===== src/ptp_slew_pkg.sv =====
// Shared constants and types for the pedal-to-PWM slew limiter.
package ptp_slew_pkg;

    localparam int unsigned FULL_SCALE_DEF = 1023;

    localparam int unsigned DUTY_W    = 10;
    localparam int unsigned SAMPLE_W  = 10;
    localparam int unsigned DBAND_W   = 9;
    localparam int unsigned SCALED_W  = 21;
    localparam int unsigned CFG_IDX_W = 3;
    localparam int unsigned CFG_DAT_W = 10;

    typedef enum logic [CFG_IDX_W-1:0] {
        CFG_MIN_DUTY   = 3'd0,
        CFG_MAX_DUTY   = 3'd1,
        CFG_PEDAL_LOW  = 3'd2,
        CFG_PEDAL_HIGH = 3'd3,
        CFG_LOW_DBAND  = 3'd4,
        CFG_HIGH_DBAND = 3'd5,
        CFG_ACCEL_STEP = 3'd6,
        CFG_DECEL_STEP = 3'd7
    } cfg_idx_t;

    localparam logic [DUTY_W-1:0]   RST_MIN_DUTY   = 10'd0;
    localparam logic [DUTY_W-1:0]   RST_MAX_DUTY   = 10'd511;
    localparam logic [SAMPLE_W-1:0] RST_PEDAL_LOW  = 10'd0;
    localparam logic [SAMPLE_W-1:0] RST_PEDAL_HIGH = 10'd1023;
    localparam logic [DBAND_W-1:0]  RST_LOW_DBAND  = 9'd50;
    localparam logic [DBAND_W-1:0]  RST_HIGH_DBAND = 9'd50;
    localparam logic [DUTY_W-1:0]   RST_ACCEL_STEP = 10'd10;
    localparam logic [DUTY_W-1:0]   RST_DECEL_STEP = 10'd10;

    // Divider status seen by the sequencer.
    typedef struct packed {
        logic busy;
        logic done;
    } div_status_t;

endpackage


===== src/ptp_slew_div.sv =====
// Bit-serial signed divider, quotient truncated toward zero.
module ptp_slew_div
    import ptp_slew_pkg::*;
#(
    parameter int unsigned NUM_W = 33,
    parameter int unsigned DEN_W = 12
) (
    input  logic                    aclk,
    input  logic                    aresetn,
    input  logic                    start,
    input  logic signed [NUM_W-1:0] numer,
    input  logic signed [DEN_W-1:0] denom,
    output logic signed [NUM_W-1:0] quotient,
    output div_status_t             status
);

    localparam int unsigned CNT_W = $clog2(NUM_W + 1);

    logic             busy_reg, busy_next;
    logic             done_reg, done_next;
    logic [CNT_W-1:0] cnt_reg, cnt_next;
    logic [NUM_W-1:0] quo_reg, quo_next;
    logic [DEN_W-1:0] rem_reg, rem_next;
    logic [DEN_W-1:0] den_reg, den_next;
    logic             neg_reg, neg_next;

    logic [DEN_W:0]   trial;
    logic             fits;

    always_comb begin
        trial = {rem_reg, quo_reg[NUM_W-1]};
        fits  = (trial >= {1'b0, den_reg});

        busy_next = busy_reg;
        done_next = 1'b0;
        cnt_next  = cnt_reg;
        quo_next  = quo_reg;
        rem_next  = rem_reg;
        den_next  = den_reg;
        neg_next  = neg_reg;

        if (start) begin
            // latch magnitudes and the quotient sign
            quo_next  = numer[NUM_W-1] ? NUM_W'(-numer) : NUM_W'(numer);
            den_next  = denom[DEN_W-1] ? DEN_W'(-denom) : DEN_W'(denom);
            neg_next  = numer[NUM_W-1] ^ denom[DEN_W-1];
            rem_next  = '0;
            cnt_next  = CNT_W'(NUM_W);
            busy_next = 1'b1;
        end else if (busy_reg) begin
            rem_next = fits ? DEN_W'(trial - {1'b0, den_reg}) : trial[DEN_W-1:0];
            quo_next = {quo_reg[NUM_W-2:0], fits};
            cnt_next = cnt_reg - CNT_W'(1);
            if (cnt_reg == CNT_W'(1)) begin
                busy_next = 1'b0;
                done_next = 1'b1;
            end
        end
    end

    always_ff @(posedge aclk) begin
        if (!aresetn) begin
            busy_reg <= 1'b0;
            done_reg <= 1'b0;
            cnt_reg  <= '0;
        end else begin
            busy_reg <= busy_next;
            done_reg <= done_next;
            cnt_reg  <= cnt_next;
        end
        quo_reg <= quo_next;
        rem_reg <= rem_next;
        den_reg <= den_next;
        neg_reg <= neg_next;
    end

    assign quotient    = neg_reg ? -$signed(quo_reg) : $signed(quo_reg);
    assign status.busy = busy_reg;
    assign status.done = done_reg;

endmodule


===== src/pedal_to_pwm_slew_limiter.sv =====
// Top level: pedal-to-PWM throttle map with deadband and slew-rate limiter.
//
// One word in per control tick on the s_ channel, one result word out on the
// m_ channel. The pedal sample is mapped from the pedal read range onto
// 0..FULL_SCALE, the selected source (mapped pedal or override level) is then
// mapped from the deadband window onto min_duty..max_duty and clamped, and the
// kept duty level moves toward that demand by at most accel_step or
// decel_step, then is clamped again.
//
// A word passes the states MAP1, DIV1, SRC, DIV2, DEMAND and SLEW from accept to
// result; an empty read range skips DIV1 and an empty deadband window skips DIV2.
// s_tready rises as the result is loaded, so a new word is taken only once the
// last one is through. Both divisions run on one bit-serial divider, one
// quotient bit per cycle.
// The result sits in an output register; while the receiver stalls, the
// sequencer holds its finished word until that register frees up and s_tready
// stays low. Write configuration through cfg_wr_en/cfg_addr/cfg_wdata only
// while no word is in flight. Reset (aresetn low, synchronous) restores the
// default registers, clears the duty level and drops any word in flight.
module pedal_to_pwm_slew_limiter
    import ptp_slew_pkg::*;
#(
    parameter int unsigned FULL_SCALE = FULL_SCALE_DEF
) (
    input  logic                 aclk,
    input  logic                 aresetn,
    // input word
    input  logic                 s_tvalid,
    output logic                 s_tready,
    input  logic [23:0]          s_tdata,   // pedal_sample[9:0], override_level[19:10]
    input  logic                 s_tuser,   // override_on
    // result word
    output logic                 m_tvalid,
    input  logic                 m_tready,
    output logic [47:0]          m_tdata,   // duty_out[9:0], throttle_demand[19:10],
                                            // pedal_scaled[40:20]
    output logic                 m_tuser,   // range_fault
    // configuration write port
    input  logic                 cfg_wr_en,
    input  logic [CFG_IDX_W-1:0] cfg_addr,
    input  logic [CFG_DAT_W-1:0] cfg_wdata
);

    localparam int unsigned FS_W  = $clog2(FULL_SCALE + 1);
    localparam int unsigned SW    = FS_W + 11;                  // mapped pedal, signed
    localparam int unsigned AW    = FS_W + 12;                  // multiplier A, signed
    localparam int unsigned BW    = (FS_W + 1 > 11) ? FS_W + 1 : 11;
    localparam int unsigned NUM_W = AW + BW;                    // product / dividend
    localparam int unsigned DEN_W = (FS_W + 2 > 11) ? FS_W + 2 : 11;

    typedef enum logic [2:0] {
        ST_IDLE,
        ST_MAP1,
        ST_DIV1,
        ST_SRC,
        ST_DIV2,
        ST_DEMAND,
        ST_SLEW
    } state_t;

    // configuration registers
    logic [DUTY_W-1:0]   min_duty_reg, max_duty_reg;
    logic [SAMPLE_W-1:0] pedal_low_reg, pedal_high_reg;
    logic [DBAND_W-1:0]  low_dband_reg, high_dband_reg;
    logic [DUTY_W-1:0]   accel_step_reg, decel_step_reg;

    always_ff @(posedge aclk) begin
        if (!aresetn) begin
            min_duty_reg   <= RST_MIN_DUTY;
            max_duty_reg   <= RST_MAX_DUTY;
            pedal_low_reg  <= RST_PEDAL_LOW;
            pedal_high_reg <= RST_PEDAL_HIGH;
            low_dband_reg  <= RST_LOW_DBAND;
            high_dband_reg <= RST_HIGH_DBAND;
            accel_step_reg <= RST_ACCEL_STEP;
            decel_step_reg <= RST_DECEL_STEP;
        end else if (cfg_wr_en) begin
            case (cfg_idx_t'(cfg_addr))
                CFG_MIN_DUTY:   min_duty_reg   <= cfg_wdata;
                CFG_MAX_DUTY:   max_duty_reg   <= cfg_wdata;
                CFG_PEDAL_LOW:  pedal_low_reg  <= cfg_wdata;
                CFG_PEDAL_HIGH: pedal_high_reg <= cfg_wdata;
                CFG_LOW_DBAND:  low_dband_reg  <= cfg_wdata[DBAND_W-1:0];
                CFG_HIGH_DBAND: high_dband_reg <= cfg_wdata[DBAND_W-1:0];
                CFG_ACCEL_STEP: accel_step_reg <= cfg_wdata;
                CFG_DECEL_STEP: decel_step_reg <= cfg_wdata;
                default: ;
            endcase
        end
    end

    // sequencer state and datapath registers
    state_t                   state_reg, state_next;
    logic [SAMPLE_W-1:0]      raw_reg, raw_next;
    logic                     ovr_reg, ovr_next;
    logic [SAMPLE_W-1:0]      ovr_lvl_reg, ovr_lvl_next;
    logic                     fault_reg, fault_next;
    logic signed [SW-1:0]     scaled_reg, scaled_next;
    logic signed [NUM_W-1:0]  num_reg, num_next;
    logic signed [DEN_W-1:0]  den_reg, den_next;
    logic signed [NUM_W-1:0]  quot_reg, quot_next;
    logic                     start_reg, start_next;
    logic [DUTY_W-1:0]        demand_reg, demand_next;
    logic [DUTY_W-1:0]        duty_level_reg, duty_level_next;
    logic                     m_tvalid_reg, m_tvalid_next;
    logic [47:0]              m_tdata_reg, m_tdata_next;
    logic                     m_tuser_reg, m_tuser_next;

    logic signed [NUM_W-1:0]  div_quot;
    div_status_t              div_status;

    ptp_slew_div #(
        .NUM_W (NUM_W),
        .DEN_W (DEN_W)
    ) u_div (
        .aclk     (aclk),
        .aresetn  (aresetn),
        .start    (start_reg),
        .numer    (num_reg),
        .denom    (den_reg),
        .quotient (div_quot),
        .status   (div_status)
    );

    // shared multiplier operands, selected by the sequencer
    logic signed [10:0]       diff1;
    logic signed [SW-1:0]     src;
    logic signed [AW-1:0]     diff2;
    logic signed [10:0]       duty_span;
    logic signed [DEN_W-1:0]  span1, span2;
    logic signed [AW-1:0]     mul_a;
    logic signed [BW-1:0]     mul_b;
    logic signed [NUM_W-1:0]  product;

    // demand and slew arithmetic
    logic signed [NUM_W:0]    dem_raw;
    logic signed [NUM_W:0]    lo_w, hi_w;
    logic signed [11:0]       duty_s, demand_s, up_s, down_s, step_s, lo_s, hi_s;
    logic signed [11:0]       slewed;
    logic                     out_free, out_load, in_accept;

    always_comb begin
        diff1     = $signed({1'b0, raw_reg}) - $signed({1'b0, pedal_low_reg});
        span1     = DEN_W'($signed({1'b0, pedal_high_reg}) - $signed({1'b0, pedal_low_reg}));
        src       = ovr_reg ? $signed(SW'({1'b0, ovr_lvl_reg})) : scaled_reg;
        diff2     = AW'(src) - $signed(AW'({1'b0, low_dband_reg}));
        duty_span = $signed({1'b0, max_duty_reg}) - $signed({1'b0, min_duty_reg});
        span2     = $signed(DEN_W'(FULL_SCALE)) - $signed(DEN_W'({1'b0, high_dband_reg}))
                    - $signed(DEN_W'({1'b0, low_dband_reg}));

        if (state_reg == ST_MAP1) begin
            mul_a = AW'(diff1);
            mul_b = $signed(BW'(FULL_SCALE));
        end else begin
            mul_a = diff2;
            mul_b = BW'(duty_span);
        end
        product = NUM_W'(mul_a) * NUM_W'(mul_b);

        // demand: quotient plus lower bound, clamp with lower bound first
        lo_w    = $signed((NUM_W + 1)'({1'b0, min_duty_reg}));
        hi_w    = $signed((NUM_W + 1)'({1'b0, max_duty_reg}));
        dem_raw = (NUM_W + 1)'(quot_reg) + lo_w;

        // slew toward demand, then clamp again
        duty_s   = $signed({2'b00, duty_level_reg});
        demand_s = $signed({2'b00, demand_reg});
        lo_s     = $signed({2'b00, min_duty_reg});
        hi_s     = $signed({2'b00, max_duty_reg});
        step_s   = $signed({2'b00, accel_step_reg});
        up_s     = duty_s + step_s;
        down_s   = duty_s - $signed({2'b00, decel_step_reg});
        if (demand_s > duty_s) begin
            slewed = (demand_s < up_s) ? demand_s : up_s;
        end else if (demand_s < duty_s) begin
            slewed = (demand_s > down_s) ? demand_s : down_s;
        end else begin
            slewed = duty_s;
        end
        if (slewed < lo_s) begin
            slewed = lo_s;
        end else if (slewed > hi_s) begin
            slewed = hi_s;
        end
    end

    assign out_free  = !m_tvalid_reg || m_tready;
    assign out_load  = (state_reg == ST_SLEW) && out_free;
    assign in_accept = s_tvalid && s_tready;

    always_comb begin
        state_next      = state_reg;
        raw_next        = raw_reg;
        ovr_next        = ovr_reg;
        ovr_lvl_next    = ovr_lvl_reg;
        fault_next      = fault_reg;
        scaled_next     = scaled_reg;
        num_next        = num_reg;
        den_next        = den_reg;
        quot_next       = quot_reg;
        start_next      = 1'b0;
        demand_next     = demand_reg;
        duty_level_next = duty_level_reg;
        m_tvalid_next   = m_tvalid_reg && !m_tready;
        m_tdata_next    = m_tdata_reg;
        m_tuser_next    = m_tuser_reg;

        case (state_reg)
            ST_IDLE: begin
                if (in_accept) begin
                    raw_next     = s_tdata[9:0];
                    ovr_lvl_next = s_tdata[19:10];
                    ovr_next     = s_tuser;
                    state_next   = ST_MAP1;
                end
            end
            ST_MAP1: begin
                // empty read range: mapped pedal is zero, skip the division
                fault_next = (pedal_high_reg == pedal_low_reg);
                num_next   = product;
                den_next   = span1;
                if (pedal_high_reg == pedal_low_reg) begin
                    scaled_next = '0;
                    state_next  = ST_SRC;
                end else begin
                    start_next = 1'b1;
                    state_next = ST_DIV1;
                end
            end
            ST_DIV1: begin
                if (div_status.done) begin
                    scaled_next = SW'(div_quot);
                    state_next  = ST_SRC;
                end
            end
            ST_SRC: begin
                num_next = product;
                den_next = span2;
                // empty deadband window: demand is the lower bound
                if (span2 == '0) begin
                    quot_next  = '0;
                    state_next = ST_DEMAND;
                end else begin
                    start_next = 1'b1;
                    state_next = ST_DIV2;
                end
            end
            ST_DIV2: begin
                if (div_status.done) begin
                    quot_next  = div_quot;
                    state_next = ST_DEMAND;
                end
            end
            ST_DEMAND: begin
                if (dem_raw < lo_w) begin
                    demand_next = min_duty_reg;
                end else if (dem_raw > hi_w) begin
                    demand_next = max_duty_reg;
                end else begin
                    demand_next = dem_raw[DUTY_W-1:0];
                end
                state_next = ST_SLEW;
            end
            ST_SLEW: begin
                // hold the finished word until the output register frees up
                if (out_free) begin
                    duty_level_next = slewed[DUTY_W-1:0];
                    m_tvalid_next   = 1'b1;
                    m_tdata_next    = {7'd0, SCALED_W'(scaled_reg), demand_reg,
                                       slewed[DUTY_W-1:0]};
                    m_tuser_next    = fault_reg;
                    state_next      = ST_IDLE;
                end
            end
            default: begin
                state_next = ST_IDLE;
            end
        endcase
    end

    always_ff @(posedge aclk) begin
        if (!aresetn) begin
            state_reg      <= ST_IDLE;
            start_reg      <= 1'b0;
            duty_level_reg <= '0;
            m_tvalid_reg   <= 1'b0;
        end else begin
            state_reg      <= state_next;
            start_reg      <= start_next;
            duty_level_reg <= duty_level_next;
            m_tvalid_reg   <= m_tvalid_next;
        end
        raw_reg     <= raw_next;
        ovr_reg     <= ovr_next;
        ovr_lvl_reg <= ovr_lvl_next;
        fault_reg   <= fault_next;
        scaled_reg  <= scaled_next;
        num_reg     <= num_next;
        den_reg     <= den_next;
        quot_reg    <= quot_next;
        demand_reg  <= demand_next;
        m_tdata_reg <= m_tdata_next;
        m_tuser_reg <= m_tuser_next;
    end

    assign s_tready = (state_reg == ST_IDLE);
    assign m_tvalid = m_tvalid_reg;
    assign m_tdata  = m_tdata_reg;
    assign m_tuser  = m_tuser_reg;

    // a fault word always reports a zero mapped pedal
    a_fault_zero: assert property (@(posedge aclk) disable iff (!aresetn)
        (m_tvalid && m_tuser) |-> (m_tdata[40:20] == 21'd0))
        else $error("range fault with nonzero pedal_scaled");

    // the kept duty level is the duty just sent
    a_duty_kept: assert property (@(posedge aclk) disable iff (!aresetn)
        out_load |=> (duty_level_reg == m_tdata_reg[9:0]))
        else $error("duty level differs from delivered duty");

    // a loaded duty stays inside an ordered duty range
    a_duty_range: assert property (@(posedge aclk) disable iff (!aresetn)
        (out_load && (min_duty_reg <= max_duty_reg)) |->
        (slewed >= lo_s && slewed <= hi_s))
        else $error("duty outside min/max range");

    // the divider is only started while it is free
    a_div_start: assert property (@(posedge aclk) disable iff (!aresetn)
        start_reg |-> !div_status.busy)
        else $error("divider started while busy");

endmodule


===== config.mk =====
export PLATFORM = sky130hd
export DESIGN_NAME = pedal_to_pwm_slew_limiter
export DESIGN_NICKNAME = d
export VERILOG_FILES = /design/src/ptp_slew_pkg.sv /design/src/ptp_slew_div.sv /design/src/pedal_to_pwm_slew_limiter.sv
export SDC_FILE = /design/constraint.sdc
export NUM_CORES = 2
export LEC_CHECK = 0
export BUFFER_PORTS_ARGS = -buffer_cell sky130_fd_sc_hd__buf_2
export CORE_ASPECT_RATIO = 0.8
export CORE_MARGIN = 4
export CORE_UTILIZATION = 35
export CTS_BUF_LIST = sky130_fd_sc_hd__clkbuf_2 sky130_fd_sc_hd__clkbuf_4 sky130_fd_sc_hd__clkbuf_8
export CTS_CLUSTER_DIAMETER = 80
export DETAILED_ROUTE_END_ITERATION = 8
export HOLD_SLACK_MARGIN = 0.03
export PLACE_DENSITY_LB_ADDON = 0.12
export RECOVER_POWER = 25
export SLEW_MARGIN = 10
export SYNTH_ARGS = -nofsm -noshare
export SYNTH_HDL_FRONTEND = slang
export SYNTH_HIERARCHICAL = 1
export SYNTH_SLANG_ARGS = --single-unit

===== constraint.sdc =====
create_clock -name aclk -period 29.1 [get_ports aclk]
set_clock_uncertainty 0.2 [all_clocks]
set_input_delay 4.365 -clock aclk [delete_from_list [all_inputs] [get_ports aclk]]
set_output_delay 4.365 -clock aclk [all_outputs]
set_load 0.01 [all_outputs]

==> summary.txt <==
Outcome
  • Status: complete, but fails checks
  • Failing checks: max-capacitance violations, max-slew violations

Timing
  • Slew Viols, Final: approximately 140
  • Final hold vios: 0
  • Slew Limit Headroom: -0.9303
  • RSZ-0062 raised after global routing: false
  • Setup tns final: 0 ns
  • PnR worst setup slack: between 15 and 20 ns
  • Worst Max-Slew Pin Slew: between 2 and 3 ns
  • Min cycle time layout: approximately 11 ns
  • Final Cycle Share: 0.3784
  • Max Fclk: 90.81 MHz
  • Final setup violation count: 0

Logic synthesis
  • Syn Std Cell Area: ~30000 µm²
  • Average size of a mapped cell: 9.185 µm²
  • YS warnings: 6
  • Synth Instances: between 3000 and 4000

Place
  • IO Port Bufs: 82
  • DP Worst Slack: ~19 ns
  • Detailed placer's ending HPWL: approximately 72000 µm
  • Routability Congestion: 0.9156

Clocking
  • Post-CTS Setup Bufs: 0
  • CTS Root Cell: clkbuf_8
  • CTS hold repair buffers: 0
  • CTS tree: built
  • Num CTS Buffers: slightly above 60
  • CTS clk-pin slew, worst paths: about 0.06 ns
  • CTS Sinks: ~330
  • H-Tree Depth: 2
  • Clock Latency Late Sink: about 0.67 ns
  • Clk buf depth: 3
  • Post-CTS sizing: 0

Detailed routing
  • First DRT Iteration DRCs: 1676
  • Drt pass-1 iters: 5
  • Antenna viol nets, final: 0
  • DRC Markers: 0
  • Final WL: 91400 µm
  • Via count: ~23000
  • Wire per inst: slightly above 20 µm
  • Vias per Instance: roughly 5.2

Finish
  • Number of flip-flops in the largest register: 41
  • Fill cells: 8339
  • Fin nets: 3745
  • Layout area overhead: 10.02%
  • Layout cell share with drive strength beyond 1: 0.09281

Flow run
  • MaxCap Viol Count: 3

Worst setup path
  • Crit path max-delay family: compound AO/OA/AOI/OAI gates
  • Crit path largest cell delay: about 2 ns
  • Critical path launch point type: register
  • Arrival @ worst endpoint: 11.24 ns
  • Setup Crit Path Kind: register to register
  • RR Endpoint: num_reg[31]
  • Worst reg2reg startpoint: state_reg[0]
  • R2R depth: 27
  • R2R Setup Slk: roughly 18 ns
  • Crit end category: register
  • Critical path startpoint: state_reg[0]
  • CP required: approximately 30 ns
  • Critical path buffers and inverters: 6
  • CP endpoint: num_reg[31]
  • CP Max Fanout: 48
  • Critical Path Stages: 27
  • Most frequent CP cell: fa_1
  • CP max stage cell: clkbuf_1

Floorplan
  • Core Region: 82560 µm²
  • Die W: 331.1 µm
  • Core Rows: 94
  • Starting density of the core: 0.3541
  • Vert. Die Dim: around 270 µm
  • Total die area: a little under 90000 µm²
  • Ports: 94

Global routing
  • Grt total ovfl: 0
  • Total track usage: 0.2086
  • Vias in the first global route: 23430
  • Largest net degree at the start of global routing: 65
  • Initial antenna violation count: 7
  • First-pass GRT wire length: 141000 µm

Min path
  • HP Class: register to register
## layout make-up
cell class                      count  area, µm²  area share
Multi-Input combinational cell   2317      18380      0.5715
Sequential cell                   331       8808      0.2739
Inverter                          415       1558     0.04843
Tap cell                         1104       1381     0.04295
Clock inverter                     28      264.0    0.008208
Clock buffer                       85       1076     0.03346
Timing Repair Buffer              121      691.9     0.02151
Antenna cell                        1      2.502  0.00007780
## routing by layer
| metal | share of wire | wire (µm) | vias to the layer above | track usage |
|---|---|---|---|---|
| met3 | 0.077 | 7058 | 115 | 0.04344 |
| met2 | 0.41 | 37790 | 740 | 0.3071 |
| li1 | - | - | 10980 | - |
| met5 | 0 | 0 | - | 0 |
| met4 | 0.021 | 1919 | 0 | 0.04856 |
| met1 | 0.49 | 44640 | 11270 | 0.3129 |
## worst reg2reg max path: cells and delay by family, from the launching register on
family / cells / cell delay (ns)
AO/OA/AOI/OAI: 10 / 3.40
buffers and inverters: 6 / 3.01
adder cells (fa/ha/maj): 6 / 2.92
XOR/XNOR: 1 / 0.09
flip-flops: 1 / 0.54
AND/OR/NAND/NOR: 4 / 0.61
## stage by stage
step	instances	hold slack (ns)	utilization	area, µm²
after global routing	4402	0.2320	0.3896	32160
after detailed placement	4288	0.2235	0.3736	30840
final	4402	0.2089	0.3896	32160
after CTS	4401	0.2243	0.3898	32180
after floorplan	3189	0.2003	-	29260
after global placement	4288	0.2184	0.3736	30840
## placed cells by master (no fill, tap or decap), drive strengths merged, types with 28 or more instances in the layout
| cell | count |
|---|---|
| nor2b | 73 |
| o211ai | 36 |
| dfxtp | 113 |
| clkbuf | 88 |
| nor2 | 239 |
| o21ai | 131 |
| ha | 230 |
| nand3 | 60 |
| fa | 225 |
| and2 | 69 |
| xor2 | 52 |
| nand2 | 347 |
| nand2b | 46 |
| a21o | 40 |
| nor3 | 44 |
| xnor2 | 104 |
| o21a | 28 |
| o31ai | 41 |
| buf | 118 |
| a21oi | 187 |
| inv | 415 |
| edfxtp | 218 |
## worst min path at each step
stage,start,to,cells after the start
3_5_place_dp,fault_reg,m_tuser,0
3_3_place_gp,fault_reg,m_tuser,0
2_1_floorplan,fault_reg,m_tuser,0
4_1_cts,fault_reg,m_tuser,0
6_report,fault_reg,m_tuser,0
5_1_grt,fault_reg,m_tuser,0
Power is left out: the tool's default activity adds up to more than one toggle a clock period on the data nets, which glitch-free logic cannot reach.
